File: src/bsprr_pkg.sv
// Package for the bounded push/pop/rotate stack.
// Holds the operation and status codes and the operation and view structs that the stack uses.
// No dependencies.
package bsprr_pkg;

   localparam int unsigned WordWidth   = 32;
   localparam int unsigned KindWidth   = 2;
   localparam int unsigned StatusWidth = 2;
   localparam int unsigned CountWidth  = 4;

   // Operation codes carried in the kind field.
   localparam logic [KindWidth-1:0] KIND_PUSH   = 2'd0;
   localparam logic [KindWidth-1:0] KIND_POP    = 2'd1;
   localparam logic [KindWidth-1:0] KIND_ROTATE = 2'd2;

   // Status codes returned with each result item.
   localparam logic [StatusWidth-1:0] ST_DONE  = 2'd0;
   localparam logic [StatusWidth-1:0] ST_FULL  = 2'd1;
   localparam logic [StatusWidth-1:0] ST_EMPTY = 2'd2;

   // One operation handed from the control stage to the stack.
   typedef struct packed {
      logic                  fire;
      logic [KindWidth-1:0]  kind;
      logic signed [WordWidth-1:0] value;
   } op_type;

   // View of the stack after the operation that is being applied.
   typedef struct packed {
      logic [StatusWidth-1:0]      status;
      logic signed [WordWidth-1:0] top_value;
   } view_type;

endpackage

File: src/bsprr_req_if.sv
// Request channel interface of the stack: valid/ready handshake with kind and value.
// Depends on bsprr_pkg.
interface bsprr_req_if;
   logic                                  valid;
   logic                                  ready;
   logic [bsprr_pkg::KindWidth-1:0]       kind;
   logic signed [bsprr_pkg::WordWidth-1:0] value;

   modport source (output valid, output kind, output value, input ready);
   modport sink (input valid, input kind, input value, output ready);
endinterface

File: src/bsprr_rsp_if.sv
// Response channel interface of the stack: valid/ready handshake with status, top and count.
// Depends on bsprr_pkg.
interface bsprr_rsp_if;
   logic                                   valid;
   logic                                   ready;
   logic [bsprr_pkg::StatusWidth-1:0]      status;
   logic signed [bsprr_pkg::WordWidth-1:0] top_value;
   logic [bsprr_pkg::CountWidth-1:0]       count;

   modport source (output valid, output status, output top_value, output count, input ready);
   modport sink (input valid, input status, input top_value, input count, output ready);
endinterface

File: src/bounded_stack_push_pop_rotate_core.sv
// Top level of the bounded push/pop/rotate stack: input register, stack and result register.
// Depends on bsprr_pkg, bsprr_req_if, bsprr_rsp_if and bsprr_stack.
//
//   Channel   Direction   Carries
//   req_ch    in          kind (2 bits), value (32 bits signed)
//   rsp_ch    out         status (2 bits), top_value (32 bits signed), count (4 bits)
//
// Each item passes from acceptance into the input register, then through the stack update
// into the result register. A new item is taken every cycle unless the result channel stalls.
// The stack update is a single parallel shift of the entry registers, so depth does not
// add cycles. Synchronous reset empties the stack and drops any item in flight.
// When the result is not taken, the result register holds and the input register fills,
// after which req_ch.ready falls.
module bounded_stack_push_pop_rotate_core #(
   parameter int unsigned DEPTH = 8
) (
   input  logic            clock,
   input  logic            reset,
   bsprr_req_if.sink       req_ch,
   bsprr_rsp_if.source     rsp_ch
);

   localparam int unsigned FillWidth = $clog2(DEPTH + 1);
   localparam int unsigned CW        = bsprr_pkg::CountWidth;

   logic                                    in_valid_ff;
   logic                                    in_valid_in;
   logic [bsprr_pkg::KindWidth-1:0]         in_kind_ff;
   logic signed [bsprr_pkg::WordWidth-1:0]  in_value_ff;
   logic                                    rsp_valid_ff;
   logic                                    rsp_valid_in;
   logic [bsprr_pkg::StatusWidth-1:0]       rsp_status_ff;
   logic signed [bsprr_pkg::WordWidth-1:0]  rsp_top_ff;
   logic [CW-1:0]                           rsp_count_ff;
   logic                                    advance;
   logic                                    load;
   bsprr_pkg::op_type                       op;
   bsprr_pkg::view_type                     view;
   logic [FillWidth-1:0]                    fill_next;
   logic [FillWidth+CW-1:0]                 fill_wide;

   // Handshake: the result stage moves when empty or taken, the input stage behind it.
   assign advance      = !rsp_valid_ff || rsp_ch.ready;
   assign load         = !in_valid_ff || advance;
   assign req_ch.ready = load;
   assign in_valid_in  = load ? req_ch.valid : in_valid_ff;
   assign rsp_valid_in = advance ? in_valid_ff : rsp_valid_ff;

   assign op.fire  = in_valid_ff && advance;
   assign op.kind  = in_kind_ff;
   assign op.value = in_value_ff;

   bsprr_stack #(
      .DEPTH(DEPTH)
   ) u_stack (
      .clock     (clock),
      .reset     (reset),
      .op        (op),
      .view      (view),
      .fill_next (fill_next)
   );

   // The count field shows the fill level modulo sixteen.
   assign fill_wide = {{CW{1'b0}}, fill_next};

   // Control registers of both stages.
   always_ff @(posedge clock) begin
      if (reset) begin
         in_valid_ff  <= 1'b0;
         rsp_valid_ff <= 1'b0;
      end else begin
         in_valid_ff  <= in_valid_in;
         rsp_valid_ff <= rsp_valid_in;
      end
   end

   // Payload registers of both stages.
   always_ff @(posedge clock) begin
      if (req_ch.valid && load) begin
         in_kind_ff  <= req_ch.kind;
         in_value_ff <= req_ch.value;
      end
      if (op.fire) begin
         rsp_status_ff <= view.status;
         rsp_top_ff    <= view.top_value;
         rsp_count_ff  <= fill_wide[CW-1:0];
      end
   end

   assign rsp_ch.valid     = rsp_valid_ff;
   assign rsp_ch.status    = rsp_status_ff;
   assign rsp_ch.top_value = rsp_top_ff;
   assign rsp_ch.count     = rsp_count_ff;

endmodule

File: src/bsprr_stack.sv
// Register stack with push, pop and rotate; entry 0 is always the top of the stack.
// Depends on bsprr_pkg.
module bsprr_stack #(
   parameter int unsigned DEPTH = 8
) (
   input  logic                          clock,
   input  logic                          reset,
   input  bsprr_pkg::op_type             op,
   output bsprr_pkg::view_type           view,
   output logic [$clog2(DEPTH+1)-1:0]    fill_next
);

   localparam int unsigned FillWidth = $clog2(DEPTH + 1);
   localparam int unsigned WW        = bsprr_pkg::WordWidth;

   logic [DEPTH-1:0][WW-1:0] entry_ff;
   logic [DEPTH-1:0][WW-1:0] entry_in;
   logic [FillWidth-1:0]     fill_ff;
   logic [FillWidth-1:0]     fill_in;
   logic [FillWidth-1:0]     last_index;
   logic [DEPTH:0][WW-1:0]   ext_up;
   logic [DEPTH:0][WW-1:0]   ext_down;
   logic                     is_full;
   logic                     is_empty;
   logic [bsprr_pkg::StatusWidth-1:0] status;

   // Entries beyond the fill level are always zero, so whole-array shifts are safe.
   assign is_full    = (fill_ff == FillWidth'(DEPTH));
   assign is_empty   = (fill_ff == '0);
   assign last_index = fill_ff - FillWidth'(1);
   assign ext_up     = {{WW{1'b0}}, entry_ff};
   assign ext_down   = {entry_ff, op.value};

   // Next contents of every entry: a neighbour, the pushed word, or on rotate the old top word.
   always_comb begin
      entry_in = entry_ff;
      fill_in  = fill_ff;
      status   = bsprr_pkg::ST_DONE;
      unique case (op.kind)
         bsprr_pkg::KIND_PUSH: begin
            if (is_full) begin
               status = bsprr_pkg::ST_FULL;
            end else begin
               for (int i = 0; i < DEPTH; i++) begin
                  entry_in[i] = ext_down[i];
               end
               fill_in = fill_ff + FillWidth'(1);
            end
         end
         bsprr_pkg::KIND_POP: begin
            if (is_empty) begin
               status = bsprr_pkg::ST_EMPTY;
            end else begin
               for (int i = 0; i < DEPTH; i++) begin
                  entry_in[i] = ext_up[i+1];
               end
               fill_in = last_index;
            end
         end
         bsprr_pkg::KIND_ROTATE: begin
            if (is_empty) begin
               status = bsprr_pkg::ST_EMPTY;
            end else begin
               for (int i = 0; i < DEPTH; i++) begin
                  if (FillWidth'(i) == last_index) begin
                     entry_in[i] = entry_ff[0];
                  end else begin
                     entry_in[i] = ext_up[i+1];
                  end
               end
            end
         end
         default: begin
            // The unused code leaves the stack as it is.
            status = bsprr_pkg::ST_DONE;
         end
      endcase
   end

   assign view.status    = status;
   assign view.top_value = entry_in[0];
   assign fill_next      = fill_in;

   // The store and the fill level change only when an operation is applied.
   always_ff @(posedge clock) begin
      if (reset) begin
         entry_ff <= '0;
         fill_ff  <= '0;
      end else if (op.fire) begin
         entry_ff <= entry_in;
         fill_ff  <= fill_in;
      end
   end

endmodule

File: src/flat_wrapper.sv
// flat-port wrapper written by rule: the top's interface ports become plain ports
module bounded_stack_push_pop_rotate_core_flat 
#(
   parameter int unsigned DEPTH = 8
)
  (clock, reset, req_ch_valid, req_ch_kind, req_ch_value, req_ch_ready, rsp_ch_valid, rsp_ch_status, rsp_ch_top_value, rsp_ch_count, rsp_ch_ready);
  bsprr_req_if req_ch_i ();
  bsprr_rsp_if rsp_ch_i ();
  input  logic clock;
  input  logic reset;
  input wire logic [$bits(req_ch_i.valid)-1:0] req_ch_valid;
  input wire logic [$bits(req_ch_i.kind)-1:0] req_ch_kind;
  input wire logic [$bits(req_ch_i.value)-1:0] req_ch_value;
  output wire logic [$bits(req_ch_i.ready)-1:0] req_ch_ready;
  output wire logic [$bits(rsp_ch_i.valid)-1:0] rsp_ch_valid;
  output wire logic [$bits(rsp_ch_i.status)-1:0] rsp_ch_status;
  output wire logic [$bits(rsp_ch_i.top_value)-1:0] rsp_ch_top_value;
  output wire logic [$bits(rsp_ch_i.count)-1:0] rsp_ch_count;
  input wire logic [$bits(rsp_ch_i.ready)-1:0] rsp_ch_ready;
  assign req_ch_i.valid = req_ch_valid;
  assign req_ch_i.kind = req_ch_kind;
  assign req_ch_i.value = req_ch_value;
  assign req_ch_ready = req_ch_i.ready;
  assign rsp_ch_valid = rsp_ch_i.valid;
  assign rsp_ch_status = rsp_ch_i.status;
  assign rsp_ch_top_value = rsp_ch_i.top_value;
  assign rsp_ch_count = rsp_ch_i.count;
  assign rsp_ch_i.ready = rsp_ch_ready;
  bounded_stack_push_pop_rotate_core #(.DEPTH(DEPTH)) u_core (.clock(clock), .reset(reset), .req_ch(req_ch_i), .rsp_ch(rsp_ch_i));
endmodule
File: config.mk
export PLATFORM = sky130hd
export DESIGN_NAME = bounded_stack_push_pop_rotate_core_flat
export DESIGN_NICKNAME = d
export VERILOG_FILES = /design/src/bsprr_pkg.sv /design/src/bsprr_req_if.sv /design/src/bsprr_rsp_if.sv /design/src/bounded_stack_push_pop_rotate_core.sv /design/src/bsprr_stack.sv /design/src/flat_wrapper.sv
export SDC_FILE = /design/constraint.sdc
export NUM_CORES = 1
export LEC_CHECK = 0
export BUFFER_PORTS_ARGS = -buffer_cell sky130_fd_sc_hd__buf_4
export CORE_UTILIZATION = 40
export DETAILED_ROUTE_END_ITERATION = 10
export GPL_TIMING_DRIVEN = 0
export HOLD_SLACK_MARGIN = 0.05
export SYNTH_ARGS = -nofsm -noshare
export SYNTH_HDL_FRONTEND = slang
export SYNTH_SLANG_ARGS = --single-unit
File: constraint.sdc
create_clock -name clock -period 3.95 [get_ports clock]
set_input_delay 0.79 -clock clock [delete_from_list [all_inputs] [get_ports clock]]
set_output_delay 0.79 -clock clock [all_outputs]
set_load 0.02 [all_outputs]
==> results of run 1 <==
worst max path at each step:
stage                                           startpoint                                   endpoint  cells after the start
finish              u_core.u_stack.fill_ff[0]$_SDFFE_PP0P_  u_core.u_stack.entry_ff[113]$_SDFFE_PP0P_                     11
global route        u_core.u_stack.fill_ff[0]$_SDFFE_PP0P_  u_core.u_stack.entry_ff[112]$_SDFFE_PP0P_                     11
CTS                 u_core.u_stack.fill_ff[0]$_SDFFE_PP0P_      u_core.rsp_ch.top_value[31]$_DFFE_PP_                      9
detailed placement  u_core.u_stack.fill_ff[0]$_SDFFE_PP0P_      u_core.rsp_ch.top_value[31]$_DFFE_PP_                     10
global placement                              rsp_ch_ready      u_core.rsp_ch.top_value[14]$_DFFE_PP_                      4
floorplan                                     rsp_ch_ready           u_core.rsp_ch.count[0]$_DFFE_PP_                      3
kinds of logic after synthesis:
kind of cell    Yosys count  synth area share
fa+ha+maj                 8           0.00631
buf+inv                 233            0.0614
compound gates          685             0.319
mux                       2           0.00134
simple gates            449             0.143
xor+xnor                  2           0.00111
flops                   334             0.467
final cells by class:
| type | instances | area [um2] |
|---|---|---|
| fill | 3658 | 20400 |
| multi-input combinational | 1146 | 7490 |
| sequential | 334 | 7410 |
| clock buffer | 54 | 1090 |
| buffer | 189 | 811 |
| tap | 518 | 648 |
| timing repair buffer | 78 | 618 |
| clock inverter | 16 | 173 |
| inverter | 44 | 165 |
| antenna | 1 | 2.50 |
layout by cell type (no fill, tap or decap), types with 10 or more instances in the layout:
master,synthesis,routed
dfxtp_1,262,262
nand2_1,210,210
o21ai_0,189,189
clkbuf_1,137,145
a222oi_1,96,96
a22oi_1,94,94
buf_4,0,76
a21oi_1,76,75
edfxtp_1,72,72
a221o_1,61,61
inv_1,44,44
clkbuf_16,0,40
nor2_1,41,39
buf_2,36,36
nor2b_1,35,35
and2_1,36,35
or3_1,34,34
and3_1,34,34
and4_1,32,32
a21o_1,32,32
o31ai_1,29,29
a221oi_1,29,29
o221ai_2,20,21
o221ai_1,15,14
o21ai_1,10,10
stage by stage:
step                power [mW]  cell area, um2  TNS, ns   util  instances
floorplan                 4.09           15900        0      -       1713
finish                    8.11           18400        0  0.474       2380
CTS                       8.11           18400        0  0.474       2379
detailed placement        4.50           17100   -0.133  0.441       2309
global placement          4.48           17100   -37.31  0.440       2307
global route              8.32           18400        0  0.474       2379
sequential cells by signal (all words and copies together), names as in the netlist:
| register | count |
|---|---|
| u_core.in_value_ff | 32 |
| u_core.rsp_ch.valid | 1 |
| u_core.u_stack.fill_ff | 4 |
| u_core.rsp_ch.status | 2 |
| u_core.rsp_ch.count | 4 |
| u_core.in_valid_ff | 1 |
| u_core.in_kind_ff | 2 |
| u_core.rsp_ch.top_value | 32 |
| u_core.u_stack.entry_ff | 256 |
power groups by stage:
stage | sequential [mW] | combinational (mW) | clock (mW)
after floorplan | 3.67 | 0.412 | 0
after global placement | 3.66 | 0.821 | 0
after detailed placement | 3.66 | 0.840 | 0
after CTS | 3.58 | 0.844 | 3.69
after global routing | 3.59 | 0.906 | 3.83
final | 3.58 | 0.867 | 3.66
what timing repair did:
item	in CTS	in global routing
pin swaps	0	0
gates resized for setup	2	4
hold buffers	0	0
setup endpoints to repair	11	5
per-layer routing:
| layer | vias to the layer above | track usage |
|---|---|---|
| met4 | 0 | 0.145 |
| met5 | - | 0 |
| li1 | 6871 | - |
| met1 | 7563 | 0.380 |
| met2 | 822 | 0.458 |
| met3 | 166 | 0.0670 |
==> flow_metrics.py, run 1 <==
metrics = {
    "clock_tree": {
        "clkSlewWorstSetupHoldPaths_ns": 0.06,
        "cts_buffers": 39,
        "insertion_delay_ns": 0.58,
        "cts_root_buf": "clkbuf_16",
        "cts.sinks": 334,
        "max-clock-path-buffers": 3,
        "cts-htree-levels": 2,
        "cts_tree": "built",
        "cts_setup_buffers": 0,
    },
    "synthesis": {
        "synth-seq-area-share": 0.467,
        "synth_area_per_cell_um2": 9.26,
        "synth_area_leader_cell": "dfxtp_1",
        "synth_nets": 1759,
        "synth_cells": 1713,
        "synth-seq-cells": 334,
        "synthFlopType": "dfxtp_1",
        "synth_most_common_cell": "dfxtp_1",
        "synthArstFlopShare": 0,
        "synth-edff-count": 72,
        "netlist.area_leader.share": 0.331,
        "synth_common_cells": "262 x dfxtp_1, 210 x nand2_1, 189 x o21ai_0",
        "ys_top_cells_by_area": "dfxtp_1 33%, edfxtp_1 14%, a222oi_1 6.1%",
        "netlist_area_mm2": 0.0159,
        "ys_types": 56,
        "ys.warnings.count": 0,
    },
    "placement": {
        "hpwl_mm": 41.5,
        "dp_slack_ns": -0.0571,
        "finalWeightedCongestion": 0.932,
        "io_buffers": 76,
    },
    "min_path": {
        "min_delay_path_depth": 1,
        "hp-start": "req_ch_value[11]",
        "holdPathEnd": "u_core.in_value_ff[11]$_DFFE_PP_",
        "hp-class": "in -> reg",
    },
    "pwr": {
        "p_leak_nw": 5.97,
        "p_sw_mw": 2.22,
        "power.internal_mw": 5.88,
        "power_density_mw_per_mm2": 440,
        "power.share.combinational": 0.107,
        "irDropWorstVdd_uv": 296,
        "clkPwrFrac": 0.451,
        "sequentialPowerShare": 0.442,
        "p_sw_frac": 0.274,
    },
    "drt": {
        "met1Wirelength_mm": 24.8,
        "wl_met2_mm": 27.2,
        "drt_wl_total_mm": 60.5,
        "post_drt_wl_per_cell_um": 25.4,
        "vias": 15422,
        "first_iter_violations": 2245,
        "drc": 0,
        "ant_nets": 0,
        "via_per_inst": 6.48,
        "topRoutingLayerUsed": "met4",
        "first_pass_iters": 8,
        "wl_met3_mm": 5.61,
    },
    "global_routing": {
        "overflow": 0,
        "grt_pass1_vias": 14795,
        "grt_usage": 0.293,
        "grt_pass1_wl_mm": 91.4,
        "antenna_found_initial": 2,
        "grt_start_max_net_pins": 27,
    },
    "critical_path": {
        "critPathLaunchType": "register",
        "worstRegToRegCells": 11,
        "crit_buf_inv": 5,
        "worstSetupPathType": "reg -> reg",
        "worstPathCellList": "buf_2, inv_1, ha_1, buf_2, nor3b_2, nor2_2, buf_2, clkbuf_1, a22oi_1, a21o_1, a21oi_1",
        "required_ns": 4.43,
        "cp_max_fo": 10,
        "max_stage_delay_ns": 0.67,
        "end_kind": "register",
        "crit_family": "buffers and inverters",
        "crit_slowest_cell": "clkbuf_1",
        "r2r_slack_ns": 0.20,
        "crit_arrival_ns": 4.23,
        "r2r_start": "u_core.u_stack.fill_ff[0]$_SDFFE_PP0P_",
        "crit_top_cell": "buf_2",
        "reg2reg_to": "u_core.u_stack.entry_ff[113]$_SDFFE_PP0P_",
    },
    "die": {
        "core_mm2": 0.0388,
        "io_pins": 78,
        "initial_utilization": 0.408,
        "die_area_mm2": 0.0404,
        "die_width_um": 201,
        "die_height_um": 201,
        "rows": 72,
    },
    "timing": {
        "setup_viol": 0,
        "whs_ns": 0.388,
        "setup_slack_ns": 0.204,
        "hold_viol": 0,
        "skew_ns": 0.0163,
        "drv_slew": 0,
        "period_share": 0.948,
        "max_clock_freq_ghz": 0.267,
        "rsz0062_at_grt": "no",
        "finalCriticalPeriod_ns": 3.75,
        "worst_pin_slew_ns": 1.19,
        "slew_headroom": 0.208,
    },
    "finish": {
        "num-nets-final": 1878,
        "area_growth_pct": 16.1,
        "drive_above_1_share": 0.116,
    },
    "flow_run": {
        "cap_violations": 0,
    },
    "outcome": {
        "outcome": "finished, final reports clean",
    },
}
Power figures use the tool's default switching activity.
==> run 2, diff against run 1 <==
- CTS_BUF_LIST: not set -> sky130_fd_sc_hd__clkbuf_4
==> run 2 against run 1 <==
Effect of this change:
- hold slack lost 0.26 ns
- critical endpoint unchanged
- non-clock buffer count is the same
- utilization shrank 0.051 points
- combinational power is essentially flat
- flip-flop and latch count is the same
- clock power shrank 7.4%
- register-to-register slack lost 0.05 ns
- first-iteration DRC count shrank 6.4%
- maximum frequency shrank 1.4%
==> flow_metrics.py, run 2 (synthesized netlist as in run 1, its figures left out) <==
metrics = {
    "timing": {
        "tns_ns": 0,
        "slew_headroom": 0.209,
        "finalCriticalPeriod_ns": 3.80,
        "period_share": 0.961,
        "worst_pin_slew_ns": 1.19,
        "setup_viol": 0,
        "whs_ns": 0.132,
        "drv_slew": 0,
        "hold_viol": 0,
        "rsz0062_at_grt": "no",
        "skew_ns": 0.0378,
        "max_clock_freq_ghz": 0.263,
    },
    "die": {
        "die_area_mm2": 0.0404,
        "core_mm2": 0.0388,
        "rows": 72,
        "die_width_um": 201,
        "die_height_um": 201,
        "io_pins": 78,
        "initial_utilization": 0.408,
    },
    "pwr": {
        "power.share.combinational": 0.111,
        "power.internal_mw": 5.56,
        "p_leak_nw": 6.08,
        "power_density_mw_per_mm2": 426,
        "sequentialPowerShare": 0.457,
        "clkPwrFrac": 0.432,
        "p_sw_mw": 2.27,
        "p_sw_frac": 0.290,
        "irDropWorstVdd_uv": 191,
    },
    "clock_tree": {
        "insertion_delay_ns": 0.81,
        "cts_root_buf": "clkbuf_4",
        "clkSlewWorstSetupHoldPaths_ns": 0.08,
        "cts.sinks": 334,
        "cts_tree": "built",
        "cts_buffers": 95,
        "max-clock-path-buffers": 3,
        "ctsHoldBuffers": 0,
        "cts-htree-levels": 3,
        "cts_setup_buffers": 0,
    },
    "placement": {
        "finalWeightedCongestion": 0.932,
        "place_inst": 2309,
        "io_buffers": 76,
        "hpwl_mm": 41.5,
        "placed_cell_area_mm2": 0.0171,
    },
    "drt": {
        "drt_wl_total_mm": 60.8,
        "vias": 15755,
        "ant_nets": 0,
        "first_pass_iters": 10,
        "post_drt_wl_per_cell_um": 24.5,
        "via_per_inst": 6.35,
        "first_iter_violations": 2102,
        "drc": 0,
    },
    "finish": {
        "final_common_cell": "dfxtp_1",
        "top_register": "u_core.u_stack.entry_ff",
        "stdcell_count": 2480,
        "stdcell_area_mm2": 0.0184,
        "largest_reg_flops": 256,
        "num-nets-final": 1934,
        "final_cell_mix": "262 x dfxtp_1, 210 x nand2_1, 189 x o21ai_0",
        "area_growth_pct": 16.0,
        "drive_above_1_share": 0.160,
    },
    "critical_path": {
        "critPathLaunchType": "register",
        "end_kind": "register",
        "cp_max_fo": 10,
        "required_ns": 4.66,
        "crit_arrival_ns": 4.51,
        "worstSetupPathType": "reg -> reg",
    },
    "global_routing": {
        "grt_usage": 0.296,
        "grt_start_max_net_pins": 27,
        "overflow": 0,
        "grt_pass1_wl_mm": 92.4,
        "grt_pass1_vias": 15293,
        "antenna_found_initial": 5,
    },
    "flow_run": {
        "cap_violations": 0,
    },
    "min_path": {
        "hp-class": "in -> reg",
    },
    "outcome": {
        "outcome": "finished, final reports clean",
    },
}
run 2: layer usage:
| metal | share of wire | routed length, um | GRT usage |
|---|---|---|---|
| met1 | 0.41 | 25000 | 0.379 |
| met2 | 0.46 | 27800 | 0.464 |
| met3 | 0.090 | 5460 | 0.0719 |
| met4 | 0.042 | 2530 | 0.148 |
| met5 | 0 | 0 | 0 |
run 2: per-stage QoR:
stage | total power, mW | worst slack [ns] | utilization
after CTS | 7.85 | 0.126 | 0.473
final | 7.83 | 0.152 | 0.474
after detailed placement | 4.50 | -0.0571 | 0.441
after floorplan | 4.09 | 0.765 | -
after global routing | 8.11 | 0.0588 | 0.474
after global placement | 4.48 | -0.939 | 0.440
run 2: final cells by class:
type                       instances  area (um2)
sequential                       334        7410
tap                              518         648
fill                            3757       20400
inverter                          44         165
clock inverter                    16         121
antenna                            6        15.0
clock buffer                     149        1120
multi-input combinational       1146        7490
timing repair buffer              78         618
buffer                           189         811
run 2: path summary, 6_finish.rpt:
path | start | to | slack (ns) | depth (start not counted)
worst max register to register | u_core.u_stack.fill_ff[0]$_SDFFE_PP0P_ | u_core.u_stack.entry_ff[113]$_SDFFE_PP0P_ | 0.15 | 11
worst min register to register | u_core.u_stack.entry_ff[225]$_SDFFE_PP0P_ | u_core.u_stack.entry_ff[225]$_SDFFE_PP0P_ | 0.46 | 2
worst min-delay path | req_ch_value[21] | u_core.in_value_ff[21]$_DFFE_PP_ | 0.13 | 1
worst max-delay path | u_core.u_stack.fill_ff[0]$_SDFFE_PP0P_ | u_core.u_stack.entry_ff[113]$_SDFFE_PP0P_ | 0.15 | 11
run 2: repair_timing:
action / CTS / global route
resized for setup: 2 / 3
pin swaps: 0 / 0
endpoints found under the setup margin: 13 / 4
run 2: power by group through the flow:
stage	sequential (mW)	combinational (mW)	clock (mW)
after floorplan	3.67	0.412	0
after global placement	3.66	0.821	0
after detailed placement	3.66	0.840	0
after CTS	3.58	0.844	3.43
after global routing	3.58	0.902	3.62
final	3.58	0.867	3.39
run 2: worst max-delay path, cell delays in order (launching register included):
cell and delay [ns]:
dfxtp_1 0.41, buf_2 0.23, inv_1 0.11, ha_1 0.28, buf_2 0.21, nor3b_2 0.23, nor2_2 0.59, buf_2 0.46
clkbuf_1 0.67, a22oi_1 0.18, a21o_1 0.23, a21oi_1 0.10
